## src/rtl/rrd_pkg.sv

```systemverilog
package rrd_pkg;

    // Ring geometry and frame limits
    localparam int unsigned RING_SIZE = 8192;
    localparam int unsigned FRAME_MAX = 1600;
    localparam int unsigned OFFS_W    = $clog2(RING_SIZE);

    localparam logic [11:0] CRC_BYTES    = 12'd4;
    localparam logic [15:0] RD_PTR_BIAS  = 16'h0010;
    localparam logic [11:0] CAP_RESET    = 12'd1514;

    // Result kinds
    typedef enum logic [1:0] {
        KIND_PAYLOAD  = 2'd0,
        KIND_COMPLETE = 2'd1,
        KIND_ERROR    = 2'd2
    } kind_t;

    // Header error codes
    typedef enum logic [1:0] {
        ERR_NONE   = 2'd0,
        ERR_RX_OK  = 2'd1,
        ERR_LENGTH = 2'd2
    } err_t;

    // Outcome of the header check
    typedef struct packed {
        logic bad;
        err_t code;
        logic crc_only;
    } hdr_chk_t;

endpackage

```

## src/rtl/rrd_hdr_check.sv

```systemverilog
module rrd_hdr_check (
    input  logic              rx_ok,
    input  logic [11:0]       rec_len,
    input  logic [11:0]       capacity,
    output rrd_pkg::hdr_chk_t chk
);
    import rrd_pkg::*;

    logic [12:0] cap_limit;
    logic        len_bad;

    // length must cover the CRC and fit both the hard limit and the buffer
    assign cap_limit = {1'b0, capacity} + {1'b0, CRC_BYTES};
    assign len_bad   = (rec_len < CRC_BYTES)
                    || ({1'b0, rec_len} > 13'(FRAME_MAX))
                    || ({1'b0, rec_len} > cap_limit);

    // receive-OK bit takes priority over the length test
    always_comb
    begin
        chk.crc_only = (rec_len == CRC_BYTES);
        if (!rx_ok)
        begin
            chk.bad  = 1'b1;
            chk.code = ERR_RX_OK;
        end
        else if (len_bad)
        begin
            chk.bad  = 1'b1;
            chk.code = ERR_LENGTH;
        end
        else
        begin
            chk.bad  = 1'b0;
            chk.code = ERR_NONE;
        end
    end

endmodule

```

## src/rtl/rx_ring_record_deframer.sv

```systemverilog
// Channel   Handshake              Word
// ring in   in_valid / in_ready    ring_byte
// result    out_valid / out_ready  result_kind, payload_byte, payload_first,
//                                  payload_length, read_pointer, error_code
// config    cfg_wr_en              cfg_wr_data (frame capacity)
//
// One ring byte per cycle while in_ready is high; each byte is decoded by the
// phase logic in the same cycle it is taken; any result is then registered.
// in_ready is low only while a result sits unaccepted and out_ready is low.
// rst_n clears the phase, counters, ring offset and capacity (1514) at once.
// After a header error all bytes are taken and dropped until reset.
module rx_ring_record_deframer (
    input  logic        clk,
    input  logic        rst_n,
    input  logic        cfg_wr_en,
    input  logic [11:0] cfg_wr_data,
    input  logic        in_valid,
    output logic        in_ready,
    input  logic [7:0]  ring_byte,
    output logic        out_valid,
    input  logic        out_ready,
    output logic [1:0]  result_kind,
    output logic [7:0]  payload_byte,
    output logic        payload_first,
    output logic [10:0] payload_length,
    output logic [15:0] read_pointer,
    output logic [1:0]  error_code
);
    import rrd_pkg::*;

    typedef enum logic [2:0] {
        PH_HEADER,
        PH_PAYLOAD,
        PH_CRC,
        PH_PAD,
        PH_HALT
    } phase_t;

    phase_t             phase_reg, phase_next;
    logic [11:0]        cap_reg, cap_next;
    logic               rx_ok_reg, rx_ok_next;
    logic [7:0]         len_lo_reg, len_lo_next;
    logic [11:0]        count_reg, count_next;
    logic [11:0]        rec_len_reg, rec_len_next;
    logic [OFFS_W-1:0]  offset_reg, offset_next;

    logic               out_valid_reg, out_valid_next;
    kind_t              kind_reg, kind_next;
    logic [7:0]         byte_reg, byte_next;
    logic               first_reg, first_next;
    logic [10:0]        len_out_reg, len_out_next;
    logic [15:0]        rd_ptr_reg, rd_ptr_next;
    err_t               err_reg, err_next;

    logic               in_acc;
    logic               res_valid;
    logic [11:0]        hdr_len;
    hdr_chk_t           chk;
    logic [11:0]        count_inc;
    logic [11:0]        pay_len;
    logic [1:0]         pad_len;
    logic [OFFS_W:0]    rec_end;
    logic [OFFS_W-1:0]  next_offset;

    assign in_ready = !out_valid_reg || out_ready;
    assign in_acc   = in_valid && in_ready;

    // header length from byte 2 and the low nibble of byte 3
    assign hdr_len = {ring_byte[3:0], len_lo_reg};

    rrd_hdr_check u_hdr_check (
        .rx_ok    (rx_ok_reg),
        .rec_len  (hdr_len),
        .capacity (cap_reg),
        .chk      (chk)
    );

    // record geometry: offset stays word aligned, so pad is just -len mod 4
    assign count_inc = count_reg + 12'd1;
    assign pay_len   = rec_len_reg - CRC_BYTES;
    assign pad_len   = 2'(~rec_len_reg[1:0] + 2'd1);
    assign rec_end   = ({1'b0, offset_reg} + (OFFS_W+1)'(rec_len_reg) + (OFFS_W+1)'(7))
                     & ~(OFFS_W+1)'(3);
    // end stays below twice the ring size, one subtract wraps it
    assign next_offset = (rec_end >= (OFFS_W+1)'(RING_SIZE))
                       ? OFFS_W'(rec_end - (OFFS_W+1)'(RING_SIZE))
                       : OFFS_W'(rec_end);

    // phase logic and result build
    always_comb
    begin
        phase_next   = phase_reg;
        cap_next     = cfg_wr_en ? cfg_wr_data : cap_reg;
        rx_ok_next   = rx_ok_reg;
        len_lo_next  = len_lo_reg;
        count_next   = count_reg;
        rec_len_next = rec_len_reg;
        offset_next  = offset_reg;

        res_valid    = 1'b0;
        kind_next    = KIND_PAYLOAD;
        byte_next    = 8'd0;
        first_next   = 1'b0;
        len_out_next = 11'd0;
        rd_ptr_next  = 16'd0;
        err_next     = ERR_NONE;

        if (in_acc)
        begin
            unique case (phase_reg)
                PH_HEADER:
                begin
                    count_next = count_inc;
                    unique case (count_reg[1:0])
                        2'd0:    rx_ok_next  = ring_byte[0];
                        2'd2:    len_lo_next = ring_byte;
                        2'd3:
                        begin
                            count_next   = 12'd0;
                            rec_len_next = hdr_len;
                            if (chk.bad)
                            begin
                                phase_next = PH_HALT;
                                res_valid  = 1'b1;
                                kind_next  = KIND_ERROR;
                                err_next   = chk.code;
                            end
                            else
                            begin
                                phase_next = chk.crc_only ? PH_CRC : PH_PAYLOAD;
                            end
                        end
                        default: ;
                    endcase
                end
                PH_PAYLOAD:
                begin
                    res_valid  = 1'b1;
                    kind_next  = KIND_PAYLOAD;
                    byte_next  = ring_byte;
                    first_next = (count_reg == 12'd0);
                    if (count_inc >= pay_len)
                    begin
                        phase_next = PH_CRC;
                        count_next = 12'd0;
                    end
                    else
                    begin
                        count_next = count_inc;
                    end
                end
                PH_CRC:
                begin
                    if (count_inc == CRC_BYTES)
                    begin
                        count_next = 12'd0;
                        phase_next = (pad_len == 2'd0) ? PH_HEADER : PH_PAD;
                    end
                    else
                    begin
                        count_next = count_inc;
                    end
                end
                PH_PAD:
                begin
                    count_next = (count_inc == {10'd0, pad_len}) ? 12'd0 : count_inc;
                    if (count_inc == {10'd0, pad_len})
                    begin
                        phase_next = PH_HEADER;
                    end
                end
                PH_HALT: ;
                default: ;
            endcase

            // record complete: on last CRC byte when aligned, else last pad byte
            if ((phase_reg == PH_CRC && count_inc == CRC_BYTES && pad_len == 2'd0)
                || (phase_reg == PH_PAD && count_inc == {10'd0, pad_len}))
            begin
                res_valid    = 1'b1;
                kind_next    = KIND_COMPLETE;
                len_out_next = pay_len[10:0];
                rd_ptr_next  = 16'(next_offset) - RD_PTR_BIAS;
                offset_next  = next_offset;
                rx_ok_next   = 1'b0;
                len_lo_next  = 8'd0;
            end
        end

        // output register: refill on a new result, drop when taken
        if (in_acc)
        begin
            out_valid_next = res_valid;
        end
        else
        begin
            out_valid_next = out_valid_reg && !out_ready;
        end
    end

    // state and output registers
    always_ff @(posedge clk or negedge rst_n)
    begin
        if (!rst_n)
        begin
            phase_reg     <= PH_HEADER;
            cap_reg       <= CAP_RESET;
            rx_ok_reg     <= 1'b0;
            len_lo_reg    <= 8'd0;
            count_reg     <= 12'd0;
            rec_len_reg   <= 12'd0;
            offset_reg    <= '0;
            out_valid_reg <= 1'b0;
            kind_reg      <= KIND_PAYLOAD;
            byte_reg      <= 8'd0;
            first_reg     <= 1'b0;
            len_out_reg   <= 11'd0;
            rd_ptr_reg    <= 16'd0;
            err_reg       <= ERR_NONE;
        end
        else
        begin
            phase_reg     <= phase_next;
            cap_reg       <= cap_next;
            rx_ok_reg     <= rx_ok_next;
            len_lo_reg    <= len_lo_next;
            count_reg     <= count_next;
            rec_len_reg   <= rec_len_next;
            offset_reg    <= offset_next;
            out_valid_reg <= out_valid_next;
            if (in_acc && res_valid)
            begin
                kind_reg    <= kind_next;
                byte_reg    <= byte_next;
                first_reg   <= first_next;
                len_out_reg <= len_out_next;
                rd_ptr_reg  <= rd_ptr_next;
                err_reg     <= err_next;
            end
        end
    end

    assign out_valid      = out_valid_reg;
    assign result_kind    = kind_reg;
    assign payload_byte   = byte_reg;
    assign payload_first  = first_reg;
    assign payload_length = len_out_reg;
    assign read_pointer   = rd_ptr_reg;
    assign error_code     = err_reg;

endmodule

```

## config.mk

```make
export PLATFORM = sky130hd
export DESIGN_NAME = rx_ring_record_deframer
export DESIGN_NICKNAME = d
export VERILOG_FILES = /design/src/rtl/rrd_pkg.sv /design/src/rtl/rrd_hdr_check.sv /design/src/rtl/rx_ring_record_deframer.sv
export SDC_FILE = /design/constraint.sdc
export NUM_CORES = 1
export LEC_CHECK = 0
export BUFFER_PORTS_ARGS = -buffer_cell sky130_fd_sc_hd__buf_2
export CORE_UTILIZATION = 60
export DETAILED_ROUTE_END_ITERATION = 8
export HOLD_SLACK_MARGIN = 0.15
export PLACE_DENSITY = 0.81
export SETUP_SLACK_MARGIN = 0.02
export SYNTH_ARGS = -nofsm -noshare
export SYNTH_HDL_FRONTEND = slang
export SYNTH_SLANG_ARGS = --single-unit
```

## constraint.sdc

```tcl
create_clock -name clk -period 4.3 [get_ports clk]
set_input_delay 0.645 -clock clk [delete_from_list [all_inputs] [get_ports clk]]
set_output_delay 0.645 -clock clk [all_outputs]
set_load 0.05 [all_outputs]
```

==> results.cfg, run 1 <==
[status]
outcome = completed

[clock_network]
cts_buffers = 9
path_clk_slew_ns = 0.09
cts_resized = 0
cts_setup_buffers = 0
root_buffer = clkbuf_8
cts_sinks = 96
ctsHoldBuffers = 0
htree_levels = 3
clk_latency_ns = 0.38
cts_buffer_depth = 2
cts_tree = built

[placed_design]
hpwl_um = 11200
place_congestion = 0.946
dp_slack_ns = 0.929
portBuffers = 64
place_area_um2 = 6530

[detailed_routing]
vias_per_cell = 6.21
drt-pass1-iter-count = 5
routed_wirelength_um = 14900
dr.first_iter.drc_count = 270
post_drt_wl_per_cell_um = 18.3
drc = 0
drtAntennaViolNets = 0
vias = 5051

[global_route]
first_global_vias = 4911
globalRouteTotalUtil = 0.303
grt_pass1_wl_um = 24100
antenna_found_initial = 0
grt_max_degree = 70
overflow = 0

[worst_hold_path]
worstHoldPathType = input pin to async pin

[layout]
drive_above_1_share = 0.220
fill_cells = 779
fin_util = 0.682
antenna_cells = 0
layout_commonest_cell = dfrtp_1
register_area_um2 = 2410
syn_to_final_growth_pct = 9.38
layout.nets = 756
multi_input_area_um2 = 3450
design_area_um2 = 6730
mostFrequentLayoutCells = dfrtp_1 (89), nand2_1 (69), buf_2 (63)

[power_and_ir_drop]
switchingPower_mw = 2.14
p_sw_frac = 0.482
leakage_nw = 3.27
intPower_mw = 2.30
p_clk_frac = 0.136
vdd_ir_drop_max_mv = 0.417
powerDensity_nw_per_um2 = 659
power_frac_comb = 0.531
seq_power_share = 0.333

[timing]
post-route-min-period_ns = 3.41
fin_ws_ns = 0.886
worst_slew_pin_slew_ns = 0.867
rsz0062_at_grt = no
finalHoldViolCount = 0
fmax_mhz = 293
maxSlewHeadroom = 0.422
setup_tns_ns = 0
slew_violations = 0
finClkSkew_ns = 0.00786
period_share = 0.794
setup_viol = 0

[synth]
ys_ff_latch = 96
yosys_warnings = 0
synth-edff-count = 0
syn_avg_cell_area_um2 = 9.92
async_flop_share = 1.00
netlist-cell-type-count = 81
syn_inst = 620
synth-seq-area-share = 0.392
synth_ff_type = dfrtp_1
synthesis.area_um2 = 6150

[worst_setup_path]
worst-path-max-fanout = 27
crit_chain = ha_1 > nand2_1 > nor2_1 > nand3_1 > xor2_1 > ha_1 > a21oi_1 > o221ai_1 > o311ai_4 > a21oi_4 > o21bai_4 > buf_4 > a22o_1
worstPathArrival_ns = 3.73
r2r_cells = 13
max_stage_delay_ns = 0.56
cpMostUsedCell = ha_1
critPathSlowestCell = dfstp_2
critPathCaptureType = register
cp_data_required_time_ns = 4.62
path_class = register to register
start_kind = register

[floorplanning]
ios = 67
die_area_um2 = 10700
rows = 36
coreArea_um2 = 9860
initial_core_util = 0.624
chipHeight_um = 103
fp.dieW_um = 103

[job]
cap_violations = 0
routing by layer:
| metal | vias to the layer above | routed length (µm) | GRT usage |
|---|---|---|---|
| met5 | - | 0 | 0 |
| met4 | 0 | 414 | 0.129 |
| met3 | 41 | 946 | 0.0726 |
| met2 | 200 | 6840 | 0.473 |
| met1 | 2449 | 6670 | 0.406 |
| li1 | 2361 | - | - |
cell type report:
cell class | count | share of cell area
Multi-Input combinational cell | 464 | 0.513
Clock buffer | 11 | 0.0210
Tap cell | 133 | 0.0247
Sequential cell | 96 | 0.358
Timing Repair Buffer | 71 | 0.0558
Inverter | 34 | 0.0190
Clock inverter | 5 | 0.00800
synthesized netlist by cell type, drive strengths merged (4+ instances only):
library cell  instances  share of area
or3                   6         0.0069
and2                  4         0.0045
o2bb2ai              12          0.017
nand2                69          0.042
a21o                  8         0.0098
xnor2                26          0.037
nor2                 26          0.016
nand2b                4         0.0041
a21oi                17          0.016
ha                   54           0.11
dfrtp                89           0.36
o21a                  5         0.0061
and3                  9         0.0092
a31oi                 6         0.0061
o221ai                4         0.0057
buf                  17          0.020
xor2                 13          0.019
or2                   9         0.0092
nor4                  6         0.0061
inv                  34          0.021
o21ai                37          0.030
a22o                 17          0.025
nor3                 18          0.015
nor2b                 4         0.0041
nand3                19          0.015
mux2                 25          0.046
a211oi                6         0.0081
nand4                 8          0.010
dfstp                 7          0.030
clkbuf               10         0.0063
o22ai                 4         0.0041
critical path: cells and delay by family, from the launching register on:
family / cells / cell delay, ns
compound gates: 6 / 1.33
xor+xnor: 1 / 0.16
fa+ha+maj: 2 / 0.52
buf+inv: 1 / 0.38
flops: 1 / 0.56
simple gates: 3 / 0.39
logic make-up (layout without fill, tap and decap cells):
family	after synthesis	count (layout)	synth area share
AND/OR/NAND/NOR	192	192	0.156
other	1	2	0.000610
adder cells (fa/ha/maj)	55	55	0.113
flip-flops	96	96	0.392
buffers and inverters	61	121	0.0474
multiplexers	28	28	0.0513
XOR/XNOR	39	39	0.0555
AO/OA/AOI/OAI	148	148	0.184
per-stage QoR:
step | instances | hold slack (ns) | power, mW
floorplan | 621 | 0.349 | 3.20
global placement | 798 | 0.453 | 3.71
detailed placement | 798 | 0.468 | 3.80
CTS | 814 | 0.410 | 4.41
global route | 814 | 0.437 | 4.75
finish | 814 | 0.364 | 4.43
worst paths after layout:
path,start,slack [ns],endpoint
max reg2reg,cap_reg[3],0.89,read_pointer[4]
max,cap_reg[3],0.89,read_pointer[4]
min,rst_n,0.36,count_reg[9]
min reg2reg,payload_first,0.48,payload_first
max in group asynchronous,rst_n,3.01,out_valid
min in group clk,payload_first,0.48,payload_first
power groups by stage:
stage               clock, mW  sequential [mW]  combinational [mW]
floorplan                   0             1.73                1.48
global placement            0             1.47                2.24
detailed placement          0             1.49                2.32
CTS                     0.608             1.47                2.33
global route            0.650             1.52                2.59
finish                  0.601             1.48                2.35
(Power assumes the default switching activity.)
==> inputs of run 2 (changes only) <==
- clock period: 4.3 -> 3.2 ns (I/O delays scaled with it)
==> run 2 against run 1 <==
Clock power is 51% higher. The flow now finishes with violations (setup timing). Largest power group unchanged. Hold slack worse by 0.19 ns. Core utilization is 3.9 points higher.
==> results.cfg, run 2 (same netlist as run 1, synthesis figures left out) <==
[layout]
drive_above_1_share = 0.273
antenna_cells = 0
mostFrequentLayoutCells = dfrtp_1 (89), nand2_1 (69), buf_2 (63)
layout_commonest_cell = dfrtp_1
syn_to_final_growth_pct = 15.6
fin_util = 0.721
layout.nets = 783
fill_cells = 693

[timing]
setup_tns_ns = -0.212
fmax_mhz = 305
finClkSkew_ns = 0.0125
fin_ws_ns = -0.0776
post-route-min-period_ns = 3.28
finalHoldViolCount = 0
period_share = 1.02
setup_viol = 9
maxSlewHeadroom = 0.443
slew_violations = 0
rsz0062_at_grt = yes
worst_slew_pin_slew_ns = 0.836

[power_and_ir_drop]
finalPower_mw = 6.44
powerDensity_nw_per_um2 = 906
vdd_ir_drop_max_mv = 0.506
leakage_nw = 3.44

[placed_design]
place_congestion = 0.993
portBuffers = 64
hpwl_um = 11200

[floorplanning]
coreArea_um2 = 9860
chipHeight_um = 103
ios = 67
die_area_um2 = 10700
rows = 36
fp.dieW_um = 103
initial_core_util = 0.624

[worst_setup_path]
worst-path-max-fanout = 8
critPathCaptureType = register
max_stage_delay_ns = 0.44
cp_data_required_time_ns = 3.44
path_class = register to register
critPathSlowestCell = dfrtp_1
worst-path-buf-inv = 1
crit_family = simple AND/OR/NAND/NOR gates
regToRegEndpoint = phase_reg[1]
r2r_cells = 12
rrSetupSlack_ns = -0.08
timing.rr.start = rec_len_reg[4]
crit_chain = nor4_4 > nand2b_1 > nor3b_1 > xnor2_1 > ha_1 > a21oi_1 > nor2b_4 > a2111o_1 > a31oi_1 > buf_4 > o21ai_2 > or3_1
start_kind = register
worstPathArrival_ns = 3.52

[global_route]
first_global_vias = 4954
globalRouteTotalUtil = 0.303
grt_max_degree = 59
grt_pass1_wl_um = 24400
gr-usage-met3 = 0.0531
use_met2 = 0.500
grtUsageMet1 = 0.406
overflow = 0
top_usage_layer = met2
antenna_found_initial = 0

[detailed_routing]
drtAntennaViolNets = 0
post_drt_wl_per_cell_um = 18.6
vias_per_cell = 6.17
dr.first_iter.drc_count = 284
drt-pass1-iter-count = 7
routed_wirelength_um = 15600
drc = 0
vias = 5190

[clock_network]
cts_sinks = 96
path_clk_slew_ns = 0.09
cts_buffers = 9
clk_latency_ns = 0.37
htree_levels = 3
cts_tree = built
cts_buffer_depth = 2
root_buffer = clkbuf_8

[job]
cap_violations = 0

[worst_hold_path]
worstHoldPathType = input pin to async pin

[status]
violations = setup timing
outcome = complete, but fails checks
==> run 2: changes by cell type in the layout (fill, tap and decap cells not counted), moves of 2 or more <==
cell / delta
a211oi_2: +2
buf_4: +24
ha_1: -2
nor2_1: -2
clkinv_2: -3
buf_12: +2
o21ai_1: +3
o21ai_0: -4
a211oi_1: -2
==> run 2: how the worst max path moves through the flow <==
stage,from,endpoint,cells past startpoint
floorplan,count_reg[0],phase_reg[1],11
global placement,rec_len_reg[7],phase_reg[1],12
detailed placement,rec_len_reg[7],phase_reg[1],12
CTS,rec_len_reg[7],phase_reg[1],11
global route,rec_len_reg[4],phase_reg[1],12
finish,rec_len_reg[4],phase_reg[1],12
==> run 2: worst reg2reg max path, cell delays in order, from the launching register on <==
cell      delay [ns]
dfrtp_1         0.44
nor4_4          0.34
nand2b_1        0.15
nor3b_1         0.31
xnor2_1         0.21
ha_1            0.30
a21oi_1         0.30
nor2b_4         0.07
a2111o_1        0.30
a31oi_1         0.16
buf_4           0.19
o21ai_2         0.05
or3_1           0.35
==> run 2: layout make-up <==
| cell class | count | area, µm² | share of cell area |
|---|---|---|---|
| Tap cell | 133 | 166 | 0.0234 |
| Clock inverter | 4 | 76.3 | 0.0107 |
| Inverter | 34 | 128 | 0.0179 |
| Multi-Input combinational cell | 464 | 3580 | 0.503 |
| Timing Repair Buffer | 98 | 607 | 0.0853 |
| Sequential cell | 96 | 2410 | 0.339 |
| Clock buffer | 12 | 145 | 0.0204 |
==> run 2: metrics by stage <==
step,hold slack [ns],std cells,cell area (µm²),worst slack (ns)
3_5_place_dp,0.461,818,6710,-0.0862
6_report,0.172,841,7110,-0.0776
4_1_cts,0.197,834,6960,0.0504
3_3_place_gp,0.460,818,6710,0.119
2_1_floorplan,0.184,621,6150,0.0801
5_1_grt,0.226,841,7110,-0.120
==> run 2: timing repair <==
item                       CTS  global route
hold buffers                 0             0
setup buffers                0             7
setup endpoints to repair   11            49
hold endpoints to repair     0             0
resized for setup            5            23
pin swaps                    0            15
==> run 2: layer usage <==
layer | vias to the layer above | routed length [µm]
li1 | 2409 | -
met1 | 2496 | 6880
met2 | 243 | 7290
met3 | 42 | 1050
met4 | 0 | 401
met5 | - | 0
==> run 2: where the power goes <==
part           internal (mW)  switching (mW)
clock                  0.466           0.441
combinational           1.39            2.22
sequential              1.55           0.376
total                   3.41            3.03
